<file path="config.mk">
export PLATFORM = sky130hd
export DESIGN_NAME = klc_ctrl
export DESIGN_NICKNAME = d
export VERILOG_FILES = /design/src/rtl/klc_pkg.sv /design/src/rtl/klc_ctrl.sv
export SDC_FILE = /design/constraint.sdc
export NUM_CORES = 1
export LEC_CHECK = 0
export ABC_AREA = 1
export CAP_MARGIN = 15
export CORE_MARGIN = 5
export CORE_UTILIZATION = 55
export DETAILED_ROUTE_END_ITERATION = 12
export DONT_BUFFER_PORTS = 1
export PLACE_DENSITY_LB_ADDON = 0.08
export SYNTH_ARGS = -nofsm -noshare
export SYNTH_HDL_FRONTEND = slang
export SYNTH_SLANG_ARGS = --single-unit
</file>
<file path="constraint.sdc">
create_clock -name clk -period 3.4 [get_ports clk]
set_clock_uncertainty 0.2 [all_clocks]
set_input_delay 0.68 -clock clk [delete_from_list [all_inputs] [get_ports clk]]
set_output_delay 0.68 -clock clk [all_outputs]
set_load 0.02 [all_outputs]
</file>
<file path="src/rtl/klc_pkg.sv">
// Shared types and constants for the keyed ordered list block.
// Used by klc_ctrl, klc_dp and keyed_ordered_list_with_cursor.
package klc_pkg;

	localparam int CAPACITY_DEF    = 16;
	localparam int MAX_PAYLOAD_DEF = 32;

	localparam int KEY_W   = 16;
	localparam int LEN_W   = 6;
	localparam int POS_W   = 5;
	localparam int BYTE_W  = 8;
	localparam int ACT_W   = 3;
	localparam int ST_W    = 3;
	localparam int ELIM_W  = 5;
	localparam int PLIM_W  = 6;
	localparam int CFG_W   = 6;
	localparam int TDATA_W = 40;

	localparam logic CFG_ENTRY_LIMIT   = 1'b0;
	localparam logic CFG_PAYLOAD_LIMIT = 1'b1;

	typedef enum logic [ACT_W-1:0] {
		ACT_STAGE  = 3'd0,
		ACT_INSERT = 3'd1,
		ACT_REMOVE = 3'd2,
		ACT_FIND   = 3'd3,
		ACT_NEXT   = 3'd4,
		ACT_PREV   = 3'd5,
		ACT_CLEAR  = 3'd6,
		ACT_NOP    = 3'd7
	} action_t;

	typedef enum logic [ST_W-1:0] {
		ST_OK          = 3'd0,
		ST_FULL        = 3'd1,
		ST_TOO_LARGE   = 3'd2,
		ST_DUPLICATE   = 3'd3,
		ST_NOT_FOUND   = 3'd4,
		ST_EMPTY       = 3'd5,
		ST_NO_NEIGHBOR = 3'd6
	} status_t;

	typedef enum logic [3:0] {
		S_IDLE,
		S_DISPATCH,
		S_SEARCH,
		S_ALLOC,
		S_COPY_RD,
		S_COPY_WR,
		S_STREAM_RD,
		S_STREAM_EM,
		S_REPLY
	} state_t;

	typedef struct packed {
		logic    load;
		logic    stage_wr;
		logic    search_init;
		logic    search_step;
		logic    sel_found;
		logic    unlink;
		logic    alloc_init;
		logic    alloc_step;
		logic    link;
		logic    copy_wr;
		logic    sel_nbr;
		logic    clear;
		logic    emit_plain;
		logic    emit_byte;
		status_t st;
	} cmd_t;

	typedef struct packed {
		action_t act;
		logic    full;
		logic    too_large;
		logic    head_none;
		logic    sel_none;
		logic    nbr_none;
		logic    walk_end;
		logic    match;
		logic    s_end;
		logic    slot_used;
		logic    copy_done;
		logic    stream_last;
		logic    out_free;
	} sts_t;

endpackage

</file>
<file path="src/rtl/klc_ctrl.sv">
// Sequencer for the keyed ordered list: decodes a request and steps the datapath.
// Depends on klc_pkg.
module klc_ctrl (
	input  logic          clk,
	input  logic          arst_n,
	input  logic          in_valid,
	output logic          in_ready,
	input  klc_pkg::sts_t sts,
	output klc_pkg::cmd_t cmd
);

	klc_pkg::state_t  state_q, state_d;
	klc_pkg::status_t st_q, st_d;

	always_ff @(posedge clk or negedge arst_n) begin
		if (!arst_n) begin
			state_q <= klc_pkg::S_IDLE;
			st_q    <= klc_pkg::ST_OK;
		end else begin
			state_q <= state_d;
			st_q    <= st_d;
		end
	end

	always_comb begin
		cmd      = '0;
		cmd.st   = st_q;
		state_d  = state_q;
		st_d     = st_q;
		in_ready = 1'b0;
		case (state_q)
			klc_pkg::S_IDLE: begin
				in_ready = 1'b1;
				if (in_valid) begin
					cmd.load = 1'b1;
					state_d  = klc_pkg::S_DISPATCH;
				end
			end
			klc_pkg::S_DISPATCH: begin
				state_d = klc_pkg::S_REPLY;
				st_d    = klc_pkg::ST_OK;
				case (sts.act)
					klc_pkg::ACT_STAGE: cmd.stage_wr = 1'b1;
					klc_pkg::ACT_INSERT: begin
						if (sts.full) st_d = klc_pkg::ST_FULL;
						else if (sts.too_large) st_d = klc_pkg::ST_TOO_LARGE;
						else begin
							cmd.search_init = 1'b1;
							state_d = klc_pkg::S_SEARCH;
						end
					end
					klc_pkg::ACT_REMOVE, klc_pkg::ACT_FIND: begin
						if (sts.head_none) st_d = klc_pkg::ST_EMPTY;
						else begin
							cmd.search_init = 1'b1;
							state_d = klc_pkg::S_SEARCH;
						end
					end
					klc_pkg::ACT_NEXT, klc_pkg::ACT_PREV: begin
						if (sts.head_none || sts.sel_none) st_d = klc_pkg::ST_EMPTY;
						else if (sts.nbr_none) st_d = klc_pkg::ST_NO_NEIGHBOR;
						else begin
							cmd.sel_nbr = 1'b1;
							state_d = klc_pkg::S_STREAM_RD;
						end
					end
					klc_pkg::ACT_CLEAR: cmd.clear = 1'b1;
					default: ;
				endcase
			end
			klc_pkg::S_SEARCH: begin
				if (sts.walk_end) begin
					if (sts.act == klc_pkg::ACT_INSERT) begin
						cmd.alloc_init = 1'b1;
						state_d = klc_pkg::S_ALLOC;
					end else begin
						st_d    = klc_pkg::ST_NOT_FOUND;
						state_d = klc_pkg::S_REPLY;
					end
				end else if (sts.match) begin
					case (sts.act)
						klc_pkg::ACT_INSERT: begin
							cmd.sel_found = 1'b1;
							st_d    = klc_pkg::ST_DUPLICATE;
							state_d = klc_pkg::S_REPLY;
						end
						klc_pkg::ACT_REMOVE: begin
							cmd.unlink = 1'b1;
							st_d    = klc_pkg::ST_OK;
							state_d = klc_pkg::S_REPLY;
						end
						default: begin
							cmd.sel_found = 1'b1;
							state_d = klc_pkg::S_STREAM_RD;
						end
					endcase
				end else begin
					cmd.search_step = 1'b1;
				end
			end
			klc_pkg::S_ALLOC: begin
				if (sts.s_end) begin
					st_d    = klc_pkg::ST_FULL;
					state_d = klc_pkg::S_REPLY;
				end else if (sts.slot_used) begin
					cmd.alloc_step = 1'b1;
				end else begin
					cmd.link = 1'b1;
					state_d  = klc_pkg::S_COPY_RD;
				end
			end
			klc_pkg::S_COPY_RD: begin
				if (sts.copy_done) begin
					st_d    = klc_pkg::ST_OK;
					state_d = klc_pkg::S_REPLY;
				end else begin
					state_d = klc_pkg::S_COPY_WR;
				end
			end
			klc_pkg::S_COPY_WR: begin
				cmd.copy_wr = 1'b1;
				state_d     = klc_pkg::S_COPY_RD;
			end
			klc_pkg::S_STREAM_RD: state_d = klc_pkg::S_STREAM_EM;
			klc_pkg::S_STREAM_EM: begin
				if (sts.out_free) begin
					cmd.emit_byte = 1'b1;
					state_d = sts.stream_last ? klc_pkg::S_IDLE : klc_pkg::S_STREAM_RD;
				end
			end
			klc_pkg::S_REPLY: begin
				if (sts.out_free) begin
					cmd.emit_plain = 1'b1;
					state_d = klc_pkg::S_IDLE;
				end
			end
			default: state_d = klc_pkg::S_IDLE;
		endcase
	end

endmodule

</file>
==> results.cfg, run 1 <==
[outcome]
status = completed

[die]
io_pins = 36
fp.dieArea_sq_um = 2780
die_y_um = 52.7
die_x_um = 52.7
core_area_sq_um = 1730
initial_core_util_pct = 58.0
rows = 15

[sta]
setup_viol = 0
fin_tns_setup_ns = 0
rsz0062_at_grt = false
fin_crit_ns = 2.58
fin_crit_sh_pct = 75.8
hold_viol = 0
max_slew_margin_pct = 69.9
tightest_slew_ns = 0.453
worst_slack_ns = 0.821
finalMaxSlewViolations = 0
fin_hold_ws_ns = 0.416
clock.fmax_mhz = 388

[placement]
portBuffers = 0
place.gp.congestion = 0.864
place_ws_ns = 0.998
post_dp_cell_area_sq_um = 1050
hpwl_mm = 2.12
place_inst = 198

[global_route]
grt.overflow.total = 0
grt_max_degree = 10
grt_usage_pct = 20.5
grt_pass1_wl_mm = 4.26
first_global_vias = 999
grt_antenna_before_repair = 0

[cts]
clockRootBuffer = clkbuf_4
post-cts-setup-buffers = 0
path_clk_slew_ns = 0.05
clock-sinks = 7
clock_latency_ns = 0.26
numCtsBuffers = 3
clk_path_buf_depth = 2
holdBufCountCts = 1
ctsResizeCount = 0
htreeDepth = 1
cts_tree = yes

[setup_path]
arrival_ns = 1.70
crit_path_end = cmd[12]
cp-start-kind = flop
cp.required_ns = 2.52
crit_start = state_q[3]$_DFFE_PN0P_
worstSetupPathType = flop to output port
endpoint_kind = output port
critPathMaxFanout = 8
r2r_slack_ns = 1.70
reg2reg_from = state_q[3]$_DFFE_PN0P_
rr_endpoint = st_q[0]$_DFFE_PN0P_
rr_worst_depth = 8

[cells_and_area]
n_antenna_cell = 0
instances_no_fill = 203
fillers = 177
layout_commonest_cell = nand2_1
final_cell_mix = nand2_1 (55), inv_1 (28), nor2_1 (20)
drive_gt1_share_pct = 16.9
nNetsFinal = 199
fin_area_sq_um = 1080
area_growth_pct = 7.99
final_core_util_pct = 62.7

[logic_synthesis]
netlist_top_cells_area = nand2_1 (21%), dfrtp_1 (17%), inv_1 (10%)
syn_inst = 172
synth-seq-area-share_pct = 17.5
synth_seq_cells = 7
syn-num-nets = 192
ys.warnings.count = 0
synth_top_cell_area_share_pct = 20.6
syn_area_sq_um = 1000
yosysUniqueCellTypes = 22
synth.avg_cell_area_sq_um = 5.83
yosys.area.top_type = nand2_1

[flow_run]
maxCapViolCount = 0

[detailed_routing]
drc_errors = 0
drtPass1Iterations = 4
routed-via-count = 1051
drtAntennaViolNets = 0
wl_per_cell_um = 12.3
post_drt_via_cell_ratio = 5.18
wl_mm = 2.49
initialDrtViolationCount = 31

[power_and_ir_drop]
p_total_mw = 0.590
powerDensity_nw_per_um2 = 546
peakVddDrop_mv = 0.321
power.leakage_nw = 0.649

[hold_path]
hold_path.startpoint = st_q[1]$_DFFE_PN0P_
hold_class = flop to flop
cell families after synthesis:
family                   count (synthesis)  share of synthesized area [%]
AND/OR/NAND/NOR                        121                           62.2
buffers and inverters                   32                           12.2
AO/OA/AOI/OAI                           10                           5.62
flip-flops                               7                           17.5
adder cells (fa/ha/maj)                  2                           2.50
synth_stat cells (all sizes together):
cell / n
dfrtp: 7
nor4: 3
nand3: 23
a21oi: 4
nand4: 3
o21ai: 5
inv: 30
nand2: 57
nor3: 2
nor2: 31
buf: 2
o211ai: 1
nand3b: 2
ha: 2
worst max-delay path: stages (launching register included):
cell and delay (ns):
dfrtp_1 0.47, nor2_4 0.30, nand2_2 0.12, nor2_1 0.15, inv_1 0.08, nor2_1 0.31
report_power, final:
part | internal (mW) | switching [mW] | total, mW
clock network | 0.0450 | 0.0338 | 0.0788
logic | 0.101 | 0.233 | 0.334
registers | 0.113 | 0.0645 | 0.178
flip-flops by register name (all words and copies together) (netlist names):
signal / count
state_q: 4
st_q: 3
layout make-up:
cell class	count	area, sq um	share of cell area, %
timing repair buffer	4	32.5	3.01
inverter	30	113	10.4
clock buffer	4	26.3	2.43
multi-input combinational	133	704	65.1
sequential	7	175	16.2
tap	25	31.3	2.89
layer usage:
layer	GRT usage, %	wire [um]	up-vias
met2	33.1	1120	38
met3	5.41	206	2
li1	-	-	553
met5	0	0	-
met1	26.3	1140	458
met4	6.38	23	0
how the worst min path moves through the flow:
stage / end / depth (start not counted)
6_report: st_q[1]$_DFFE_PN0P_ / 2
3_3_place_gp: st_q[0]$_DFFE_PN0P_ / 0
4_1_cts: st_q[0]$_DFFE_PN0P_ / 2
5_1_grt: st_q[2]$_DFFE_PN0P_ / 2
3_5_place_dp: st_q[0]$_DFFE_PN0P_ / 0
2_1_floorplan: st_q[0]$_DFFE_PN0P_ / 0
No activity file was read; power rests on OpenSTA's default activity.
==> run 2: changes to the inputs <==
--- a/config.mk
+++ b/config.mk
@@ -5,7 +5,7 @@
 export SDC_FILE = /design/constraint.sdc
 export NUM_CORES = 1
 export LEC_CHECK = 0
-export ABC_AREA = 1
+export ABC_AREA = 0
 export CAP_MARGIN = 15
 export CORE_MARGIN = 5
 export CORE_UTILIZATION = 55
==> constraint.sdc (replaced) <==
create_clock -name clk -period 2.1 [get_ports clk]
set_clock_uncertainty 0.2 [all_clocks]
set_input_delay 0.42 -clock clk [delete_from_list [all_inputs] [get_ports clk]]
set_output_delay 0.42 -clock clk [all_outputs]
set_load 0.02 [all_outputs]
==> run 2 against run 1 <==
Against the previous run:
- final cell count down 20%
- sequential share of layout area down 2.1 points
- clock-buffer cell count unchanged
- clock power up 51%
- the run now ends with setup timing left
- register-to-register slack worse by 1.7 ns
- via count up 0.76%
- first-iteration DRC count down 23%
- synthesized cell count down 28%
- highest routed layer unchanged
- die area down 6.1%
- final area up 15%
==> results.cfg, run 2 <==
[outcome]
status = finished, violations left
violations = setup timing

[global_route]
grt_antenna_before_repair = 0
grt_pass1_wl_mm = 4.66
grt.overflow.total = 0
first_global_vias = 1005
grt_max_degree = 20
grt_usage_pct = 22.4

[power_and_ir_drop]
powerDensity_nw_per_um2 = 894
internal_power_mw = 0.593
netSwitchingFraction_pct = 46.7
power_frac_clock_pct = 10.7
power.leakage_nw = 0.533
p_sw_mw = 0.520
peakVddDrop_mv = 0.947
pwr-share-seq_pct = 21.3
combPwrFrac_pct = 68.0

[sta]
setup_viol = 10
worst_slack_ns = -0.206
fin_crit_sh_pct = 110
clock.fmax_mhz = 434
fin_crit_ns = 2.31
hold_viol = 0
rsz0062_at_grt = true
finalMaxSlewViolations = 0
fin_hold_ws_ns = 0.108
tightest_slew_ns = 0.414
max_slew_margin_pct = 72.2

[cts]
clock_latency_ns = 0.24
clock-sinks = 7
numCtsBuffers = 3
htreeDepth = 1
cts_tree = yes
clk_path_buf_depth = 2
path_clk_slew_ns = 0.06
clockRootBuffer = clkbuf_4

[die]
die_y_um = 51.1
fp.dieArea_sq_um = 2610
core_area_sq_um = 1560
rows = 14
io_pins = 36
die_x_um = 51.1
initial_core_util_pct = 59.5

[placement]
hpwl_mm = 2.18
place.gp.congestion = 0.884
place_inst = 156
portBuffers = 0

[cells_and_area]
final_cell_mix = buf_4 (21), nor2_1 (10), a21oi_1 (9)
nNetsFinal = 167
multi_input_area_sq_um = 788
final_core_util_pct = 79.9
largestRegisters = state_q x4, st_q x3
instances_no_fill = 162
layout_commonest_cell = buf_4
largest_reg_flops = 4
drive_gt1_share_pct = 34.9
largest_register = state_q
n_antenna_cell = 0
area_growth_pct = 34.3
register_area_sq_um = 175
fillers = 109

[setup_path]
crit_start = state_q[1]$_DFFE_PN0P_
reg2reg_from = state_q[1]$_DFFE_PN0P_
cp-start-kind = flop
cp_cell_sequence = or4b_4 -> and4bb_1 -> buf_6
critPathMaxFanout = 5
slowest_stage = or4b_4
cp.depth = 3
worstSetupPathType = flop to output port
cp.required_ns = 1.48
worst-path-buf-inv = 1
cp_top_family = simple AND/OR/NAND/NOR gates
max_stage_delay_ns = 0.59
arrival_ns = 1.69
rr_worst_depth = 7
endpoint_kind = output port

[logic_synthesis]
netlist_top_cells_area = dfrtp_1 (19%), a21oi_1 (4.9%), mux2_2 (4.9%)
synth_top_cell_area_share_pct = 18.9
synth_seq_cells = 7
synth.avg_cell_area_sq_um = 7.48
ys.warnings.count = 0
async_flop_share_pct = 100
synth_common_cells = nor2_1 (12), a21oi_1 (9), dfrtp_1 (7), nand2b_1 (7)
synth-seq-area-share_pct = 18.9
yosysUniqueCellTypes = 45
syn_area_sq_um = 927
syn-num-nets = 144
synth_top_flop_cell = dfrtp_1
yosysMostFrequentCell = nor2_1
yosys.area.top_type = dfrtp_1
syn_inst = 124
synth_edf_count = 0

[detailed_routing]
initialDrtViolationCount = 24
wl_per_cell_um = 17.8
post_drt_via_cell_ratio = 6.54
drtPass1Iterations = 6
drc_errors = 0
drtAntennaViolNets = 0
wl_mm = 2.88
routed-via-count = 1059

[hold_path]
hold_depth = 1
hold_class = primary input to flop
hold_path.startpoint = sts[0]

[flow_run]
maxCapViolCount = 0
==> run 2: cell count changes in the layout (fill, tap and decap cells not counted), moves of 7 or more <==
cell      delta
nand2_1     -51
nand2b_1     +7
nor2_1      -10
inv_1       -22
nand3_1     -15
buf_4       +18
==> run 2: power groups by stage <==
stage / combinational [mW] / clock, mW / sequential (mW)
floorplan: 0.485 / 0 / 0.226
global placement: 0.654 / 0 / 0.237
detailed placement: 0.663 / 0 / 0.238
CTS: 0.712 / 0.121 / 0.236
global route: 0.824 / 0.135 / 0.245
finish: 0.757 / 0.119 / 0.237
==> run 2: cells by family (layout without fill, tap and decap cells) <==
kind of cell	count (synthesis)	in the layout	synth area share, %
simple gates	61	61	40.6
compound gates	34	34	24.6
buf+inv	14	36	6.21
flops	7	7	18.9
mux	6	6	7.02
fa+ha+maj	2	2	2.70
==> run 2: repair_timing <==
item,4_1_cts,5_1_grt
gates resized for setup,11,11
hold buffers,1,0
pin swaps,2,2
setup buffers,2,0
hold endpoints to repair,7,0
setup endpoints to repair,10,21
==> run 2: worst paths after layout <==
check | to | slack, ns
hold reg to reg | st_q[0]$_DFFE_PN0P_ | 0.47
min in group asynchronous | state_q[2]$_DFFE_PN0P_ | 0.30
setup reg to reg | st_q[1]$_DFFE_PN0P_ | 0.03
max in group asynchronous | st_q[1]$_DFFE_PN0P_ | 1.15
hold / removal | state_q[2]$_DFFE_PN0P_ | 0.11
setup / recovery | cmd[6] | -0.21
==> run 2: metrics by stage <==
| step | TNS (ns) | worst slack (ns) | power [mW] | area (sq um) |
|---|---|---|---|---|
| floorplan | -0.381 | -0.123 | 0.711 | 938 |
| global placement | 0 | 0.0498 | 0.890 | 1100 |
| detailed placement | 0 | 0.00977 | 0.901 | 1100 |
| CTS | -1.33 | -0.200 | 1.07 | 1200 |
| global route | -1.88 | -0.250 | 1.20 | 1240 |
| finish | -1.05 | -0.206 | 1.11 | 1240 |
==> run 2: layout make-up <==
cell class	count	area share, %
Multi-Input combinational cell	103	63.3
Sequential cell	7	14.1
Tap cell	16	1.61
Timing Repair Buffer	26	17.1
Clock buffer	4	2.11
Inverter	6	1.81
==> run 2: per-layer routing <==
| layer | part of all wire [%] | GRT usage (%) |
|---|---|---|
| met1 | 40 | 28.6 |
| met2 | 50 | 37.6 |
| met3 | 8.5 | 5.23 |
| met4 | 1.3 | 6.73 |
| met5 | 0 | 0 |
